**src/hw/rtl/cppd_pkg.sv**
```systemverilog
// ----------------------------------------------------------------------------
// cppd_pkg
// Shared types and constants for the column-post pixel decoder.
// ----------------------------------------------------------------------------
package cppd_pkg;

    localparam int PAL_ENTRIES = 256;
    localparam int PAL_AW      = $clog2(PAL_ENTRIES);
    localparam int COLOR_W     = 24;
    localparam int COORD_W     = 12;
    localparam int BYTE_W      = 8;

    localparam logic [BYTE_W-1:0] END_MARK     = 8'hFF;
    localparam logic [7:0]        ALPHA_OPAQUE = 8'hFF;

    localparam logic FUNC_PAL  = 1'b0;
    localparam logic FUNC_DATA = 1'b1;

    localparam logic CFG_WIDTH  = 1'b0;
    localparam logic CFG_HEIGHT = 1'b1;

    typedef enum logic [2:0] {
        PH_ROW  = 3'd0,
        PH_LEN  = 3'd1,
        PH_PAD1 = 3'd2,
        PH_PIX  = 3'd3,
        PH_PAD2 = 3'd4,
        PH_IDLE = 3'd5
    } phase_t;

    typedef enum logic [1:0] {
        KIND_PIXEL = 2'd0,
        KIND_END   = 2'd1,
        KIND_ABORT = 2'd2
    } kind_t;

    typedef struct packed {
        logic               valid;
        kind_t              kind;
        logic [COORD_W-1:0] x;
        logic [COORD_W-1:0] y;
        logic               rd;
    } res_t;

endpackage

```
**src/hw/rtl/cppd_parser.sv**
```systemverilog
// ----------------------------------------------------------------------------
// cppd_parser
// Post stream parser: tracks phase, post geometry and abort state, and
// decides the result of each accepted data item.
// ----------------------------------------------------------------------------
module cppd_parser (
    input  logic                         clk,
    input  logic                         rst_n,
    input  logic                         accept,
    input  logic                         col_start,
    input  logic [cppd_pkg::COORD_W-1:0] column,
    input  logic [cppd_pkg::BYTE_W-1:0]  data_byte,
    input  logic [cppd_pkg::COORD_W-1:0] image_width,
    input  logic [cppd_pkg::COORD_W-1:0] image_height,
    output cppd_pkg::res_t               res
);
    import cppd_pkg::*;

    phase_t             phase_reg, phase_next, phase_eff;
    logic [BYTE_W-1:0]  start_row_reg, start_row_next, start_row_eff;
    logic [BYTE_W-1:0]  length_reg, length_next, length_eff;
    logic [BYTE_W-1:0]  offset_reg, offset_next, offset_eff, offset_inc;
    logic [COORD_W-1:0] column_reg, column_next, column_eff;
    logic               aborted_reg, aborted_next, aborted_eff;
    logic [BYTE_W:0]    row_sum;
    logic               row_over;

    // column start handling ahead of the phase decode
    always_comb
    begin
        aborted_eff   = aborted_reg && !(col_start && column == '0);
        phase_eff     = phase_reg;
        start_row_eff = start_row_reg;
        length_eff    = length_reg;
        offset_eff    = offset_reg;
        column_eff    = column_reg;
        if (col_start && !aborted_eff)
        begin
            column_eff    = column;
            offset_eff    = '0;
            start_row_eff = '0;
            length_eff    = '0;
            phase_eff     = (column < image_width) ? PH_ROW : PH_IDLE;
        end
    end

    assign row_sum    = {1'b0, start_row_eff} + {1'b0, offset_eff};
    assign row_over   = {{(COORD_W-BYTE_W-1){1'b0}}, row_sum} >= image_height;
    assign offset_inc = offset_eff + 8'd1;

    // next state
    always_comb
    begin
        phase_next     = phase_eff;
        start_row_next = start_row_eff;
        length_next    = length_eff;
        offset_next    = offset_eff;
        column_next    = column_eff;
        aborted_next   = aborted_eff;
        if (!aborted_eff)
        begin
            unique case (phase_eff)
                PH_ROW:
                begin
                    if (data_byte == END_MARK)
                    begin
                        phase_next = PH_IDLE;
                    end
                    else
                    begin
                        start_row_next = data_byte;
                        phase_next     = PH_LEN;
                    end
                end
                PH_LEN:
                begin
                    length_next = data_byte;
                    phase_next  = PH_PAD1;
                end
                PH_PAD1:
                begin
                    offset_next = '0;
                    phase_next  = (length_eff == '0) ? PH_PAD2 : PH_PIX;
                end
                PH_PIX:
                begin
                    if (row_over)
                    begin
                        aborted_next = 1'b1;
                        phase_next   = PH_IDLE;
                    end
                    else
                    begin
                        offset_next = offset_inc;
                        if (offset_inc >= length_eff)
                        begin
                            phase_next = PH_PAD2;
                        end
                    end
                end
                PH_PAD2: phase_next = PH_ROW;
                PH_IDLE: phase_next = PH_IDLE;
                default: phase_next = PH_IDLE;
            endcase
        end
    end

    // result decode
    always_comb
    begin
        res       = '0;
        res.kind  = KIND_PIXEL;
        res.x     = column_eff;
        if (!aborted_eff)
        begin
            unique case (phase_eff)
                PH_ROW:
                begin
                    if (data_byte == END_MARK)
                    begin
                        res.valid = 1'b1;
                        res.kind  = KIND_END;
                    end
                end
                PH_PIX:
                begin
                    res.valid = 1'b1;
                    res.y     = {{(COORD_W-BYTE_W-1){1'b0}}, row_sum};
                    if (row_over)
                    begin
                        res.kind = KIND_ABORT;
                    end
                    else
                    begin
                        res.rd = 1'b1;
                    end
                end
                PH_LEN, PH_PAD1, PH_PAD2, PH_IDLE: res.valid = 1'b0;
                default: res.valid = 1'b0;
            endcase
        end
    end

    always_ff @(posedge clk or negedge rst_n)
    begin
        if (!rst_n)
        begin
            phase_reg     <= PH_ROW;
            start_row_reg <= '0;
            length_reg    <= '0;
            offset_reg    <= '0;
            column_reg    <= '0;
            aborted_reg   <= 1'b0;
        end
        else if (accept)
        begin
            phase_reg     <= phase_next;
            start_row_reg <= start_row_next;
            length_reg    <= length_next;
            offset_reg    <= offset_next;
            column_reg    <= column_next;
            aborted_reg   <= aborted_next;
        end
    end

endmodule

```
**config.mk**
```make
export PLATFORM = sky130hd
export DESIGN_NAME = cppd_parser
export DESIGN_NICKNAME = d
export VERILOG_FILES = /design/src/hw/rtl/cppd_pkg.sv /design/src/hw/rtl/cppd_parser.sv
export SDC_FILE = /design/constraint.sdc
export NUM_CORES = 1
export LEC_CHECK = 0
export BUFFER_PORTS_ARGS = -buffer_cell sky130_fd_sc_hd__buf_2
export CAP_MARGIN = 15
export CELL_PAD_IN_SITES_DETAIL_PLACEMENT = 1
export CELL_PAD_IN_SITES_GLOBAL_PLACEMENT = 2
export CORE_ASPECT_RATIO = 1.1
export CORE_MARGIN = 8
export CORE_UTILIZATION = 32
export DETAILED_ROUTE_END_ITERATION = 8
export GPL_ROUTABILITY_DRIVEN = 0
export PLACE_DENSITY = 0.81
export SLEW_MARGIN = 20
export SYNTH_ARGS = -nofsm -noshare
export SYNTH_HDL_FRONTEND = slang
export SYNTH_SLANG_ARGS = --single-unit
```
**constraint.sdc**
```tcl
create_clock -name clk -period 7 [get_ports clk]
set_input_delay 1.4 -clock clk [delete_from_list [all_inputs] [get_ports clk]]
set_output_delay 1.4 -clock clk [all_outputs]
set_load 0.01 [all_outputs]
```
==> results_dict.tcl <==
set metrics [dict create \
    period_minus_slack_ns 6.624 \
    drt_iter0_drc 193 \
    p_per_area_nw_per_um2 277.1 \
    hold_viol_final 0 \
    worstPathRequired_ns 5.60 \
    routedWlPerCell_um 17.18 \
    synth_cell_types 63 \
    cp.arrival_ns 5.22 \
    synth_ff_type "dfrtp_1" \
    post_drt_via_cell_ratio 5.166 \
    critPathTopFamily "simple AND/OR/NAND/NOR gates" \
    fmax_ghz 0.1510 \
    worstSetupStartpointType "input pin" \
    maxCapViolCount 0 \
    clock_skew_ns 0.01039 \
    largest_reg_flops 12 \
    r2r-start "aborted_reg$_DFFE_PN0P_" \
    hold_buffers 0 \
    cts_buffer_depth 2 \
    cpPeakStageDelay_ns 0.37 \
    port_buffers 72 \
    drc_errors 0 \
    vias 3296 \
    slew_headroom_pct 38.73 \
    crit_fanout 4 \
    tritoncts "done" \
    fp.coreArea_um2 10760 \
    criticalPathCategory "in -> out" \
    post-cts-setup-buffer-count 0 \
    critPathCaptureType "output port" \
    grt_use_total_pct 15.89 \
    syn_inst 422 \
    synth_area_um2 3468 \
    gr-total-overflow 0 \
    antenna_found_initial 0 \
    start_util_pct 32.23 \
    clock_latency_ns 0.29 \
    finalNetCount 574 \
    tightestPinTransition_ns 0.9190 \
    synth_top_area_share_pct 28.86 \
    cts_resized 0 \
    setup_viol 0 \
    setup_tns_ns 0 \
    async_reset_ff_share_pct 100.0 \
    holdCritStartpoint "start_row_reg[7]$_DFFE_PN0P_" \
    power_leakage_nw 2.006 \
    clock-sinks 40 \
    grt_max_degree 41 \
    grt_pass1_wl_mm 18.66 \
    synth_area_leaders "dfrtp_1 29%, ha_1 13%, nand2_1 7.5%" \
    status "finished, final reports clean" \
    die_h_um 125.2 \
    n_fill_cell 1325 \
    ys_ff_latch 40 \
    crit_slowest_cell "maj3_1" \
    fin_area_um2 4125 \
    vdd_drop_max_mv 0.1100 \
    cts_made_buffers 5 \
    hold_class "reg -> reg" \
    placed_area_um2 3965 \
    cts.clk_slew.worst_paths_ns 0.07 \
    synth_top_area_cell "dfrtp_1" \
    fp.dieArea_um2 14430 \
    yosysSeqAreaShare_pct 28.86 \
    cts-root-buf "clkbuf_16" \
    first_global_vias 3689 \
    slew_viol_final 0 \
    drt-pass1-iter-count 4 \
    utilization_pct 38.34 \
    cp_num_buf_inv 2 \
    cp-startpoint "column[1]" \
    final.period_utilization_pct 94.62 \
    n_antenna_cell 0 \
    synth_warnings 0 \
    drt-total-wl_mm 10.96 \
    dpl.hpwl_mm 8.924 \
    ant_nets 0 \
    drive_gt1_share_pct 20.98 \
    rsz0062_at_grt "false" \
    postSynthAreaPerCell_um2 8.219 \
    area_delta_synth_final_pct 18.94 \
    num_rows 40 \
    die_x_um 115.3 \
    cp_cell_sequence "buf_2 > nor4_4 > nand4_2 > and3_1 > ha_1 > maj3_1 > maj3_1 > nand2b_1 > o311ai_0 > nand2_1 > xnor2_1 > ha_1 > a211oi_1 > a2111oi_1 > o21ai_1 > or2_1 > nor2_1 > buf_2" \
    num_io_pins 76 \
    cts_max_level 2 \
    synth_edf_count 0 \
]
[layout make-up]
cell class | instances | area (um^2) | share of cell area, %
inverters | 33 | 123.9 | 3.003
multi-input cells | 332 | 2257 | 54.72
clock inverters | 2 | 15.01 | 0.3640
clock buffers | 6 | 138.9 | 3.367
flip-flops and latches | 40 | 1001 | 24.26
well taps | 147 | 183.9 | 4.459
repair buffers | 78 | 405.4 | 9.827
[synth_stat cells (5+ instances only)]
library cell  count
inv_1            33
a22o_1           16
xor2_1            5
dfrtp_1          40
ha_1             36
nand3_1          11
a21oi_1          19
buf_2             6
mux2i_1           8
xnor2_1          11
nor2_1           35
or3_1             5
nand2b_1          7
and3_1           14
a31oi_1          14
clkbuf_1          7
o21ai_0          12
nand2_1          69
[cells in the final DEF (no fill, tap or decap), types with 5 or more instances in the layout]
cell,instances
xnor2_1,11
nand2b_1,7
buf_4,6
a21oi_1,19
o21ai_0,12
nor2_1,34
nand3_1,11
ha_1,36
xor2_1,5
dfrtp_1,40
or3_1,5
inv_1,33
nand2_1,69
and3_1,14
a31oi_1,14
clkbuf_16,5
buf_2,72
a22o_1,16
mux2i_1,8
[kinds of logic after synthesis]
family / synth area share [%]
adders and majority gates: 13.56
muxes: 2.634
DFF: 28.86
other: 0.1081
AOI/OAI and AO/OA: 18.25
and+or+nand+nor: 26.01
xor gates and xnor gates: 4.040
buffers and inverters: 6.530
[through the flow]
step	setup slack [ns]	instances	hold slack, ns	total power [mW]
6_report	0.3764	638	0.5337	1.143
5_1_grt	0.02710	638	0.5512	1.245
4_1_cts	0.3054	638	0.5401	1.157
3_3_place_gp	0.4865	630	0.5115	0.8978
3_5_place_dp	0.2916	630	0.5146	0.9106
2_1_floorplan	0.7341	424	0.4810	0.7293
[final timing paths]
path / endpoint / slack (ns) / depth (start not counted)
worst max-delay path: res[26] / 0.38 / 18
worst min-delay path: start_row_reg[7]$_DFFE_PN0P_ / 0.53 / 2
worst max register to register: offset_reg[3]$_DFFE_PN0P_ / 2.52 / 18
worst min register to register: start_row_reg[7]$_DFFE_PN0P_ / 0.53 / 2
max in group asynchronous: column_reg[1]$_DFFE_PN0P_ / 5.18 / 1
min in group asynchronous: start_row_reg[4]$_DFFE_PN0P_ / 1.24 / 1
[power breakdown]
group / internal [mW] / total (mW) / leakage (nW) / switching [mW]
combinational: 0.227 / 0.532 / 1.45 / 0.305
clock: 0.142 / 0.240 / 0.0691 / 0.0982
sequential: 0.299 / 0.371 / 0.485 / 0.0713
[per-layer routing]
layer	share of wire [%]	GRT usage, %	wire length, um
met1	47	20.15	5121
met2	47	26.62	5167
met3	4.6	2.744	508
met4	1.5	4.799	162
met5	0	0	0
[worst reg2reg max path: cells and delay by family, from the launching register on]
family | cells | cell delay, ns
xor gates and xnor gates | 1 | 0.07
DFF | 1 | 0.42
buffers and inverters | 2 | 0.32
AOI/OAI and AO/OA | 5 | 1.05
adders and majority gates | 4 | 1.19
and+or+nand+nor | 6 | 1.38
Power figures use the tool's default switching activity.
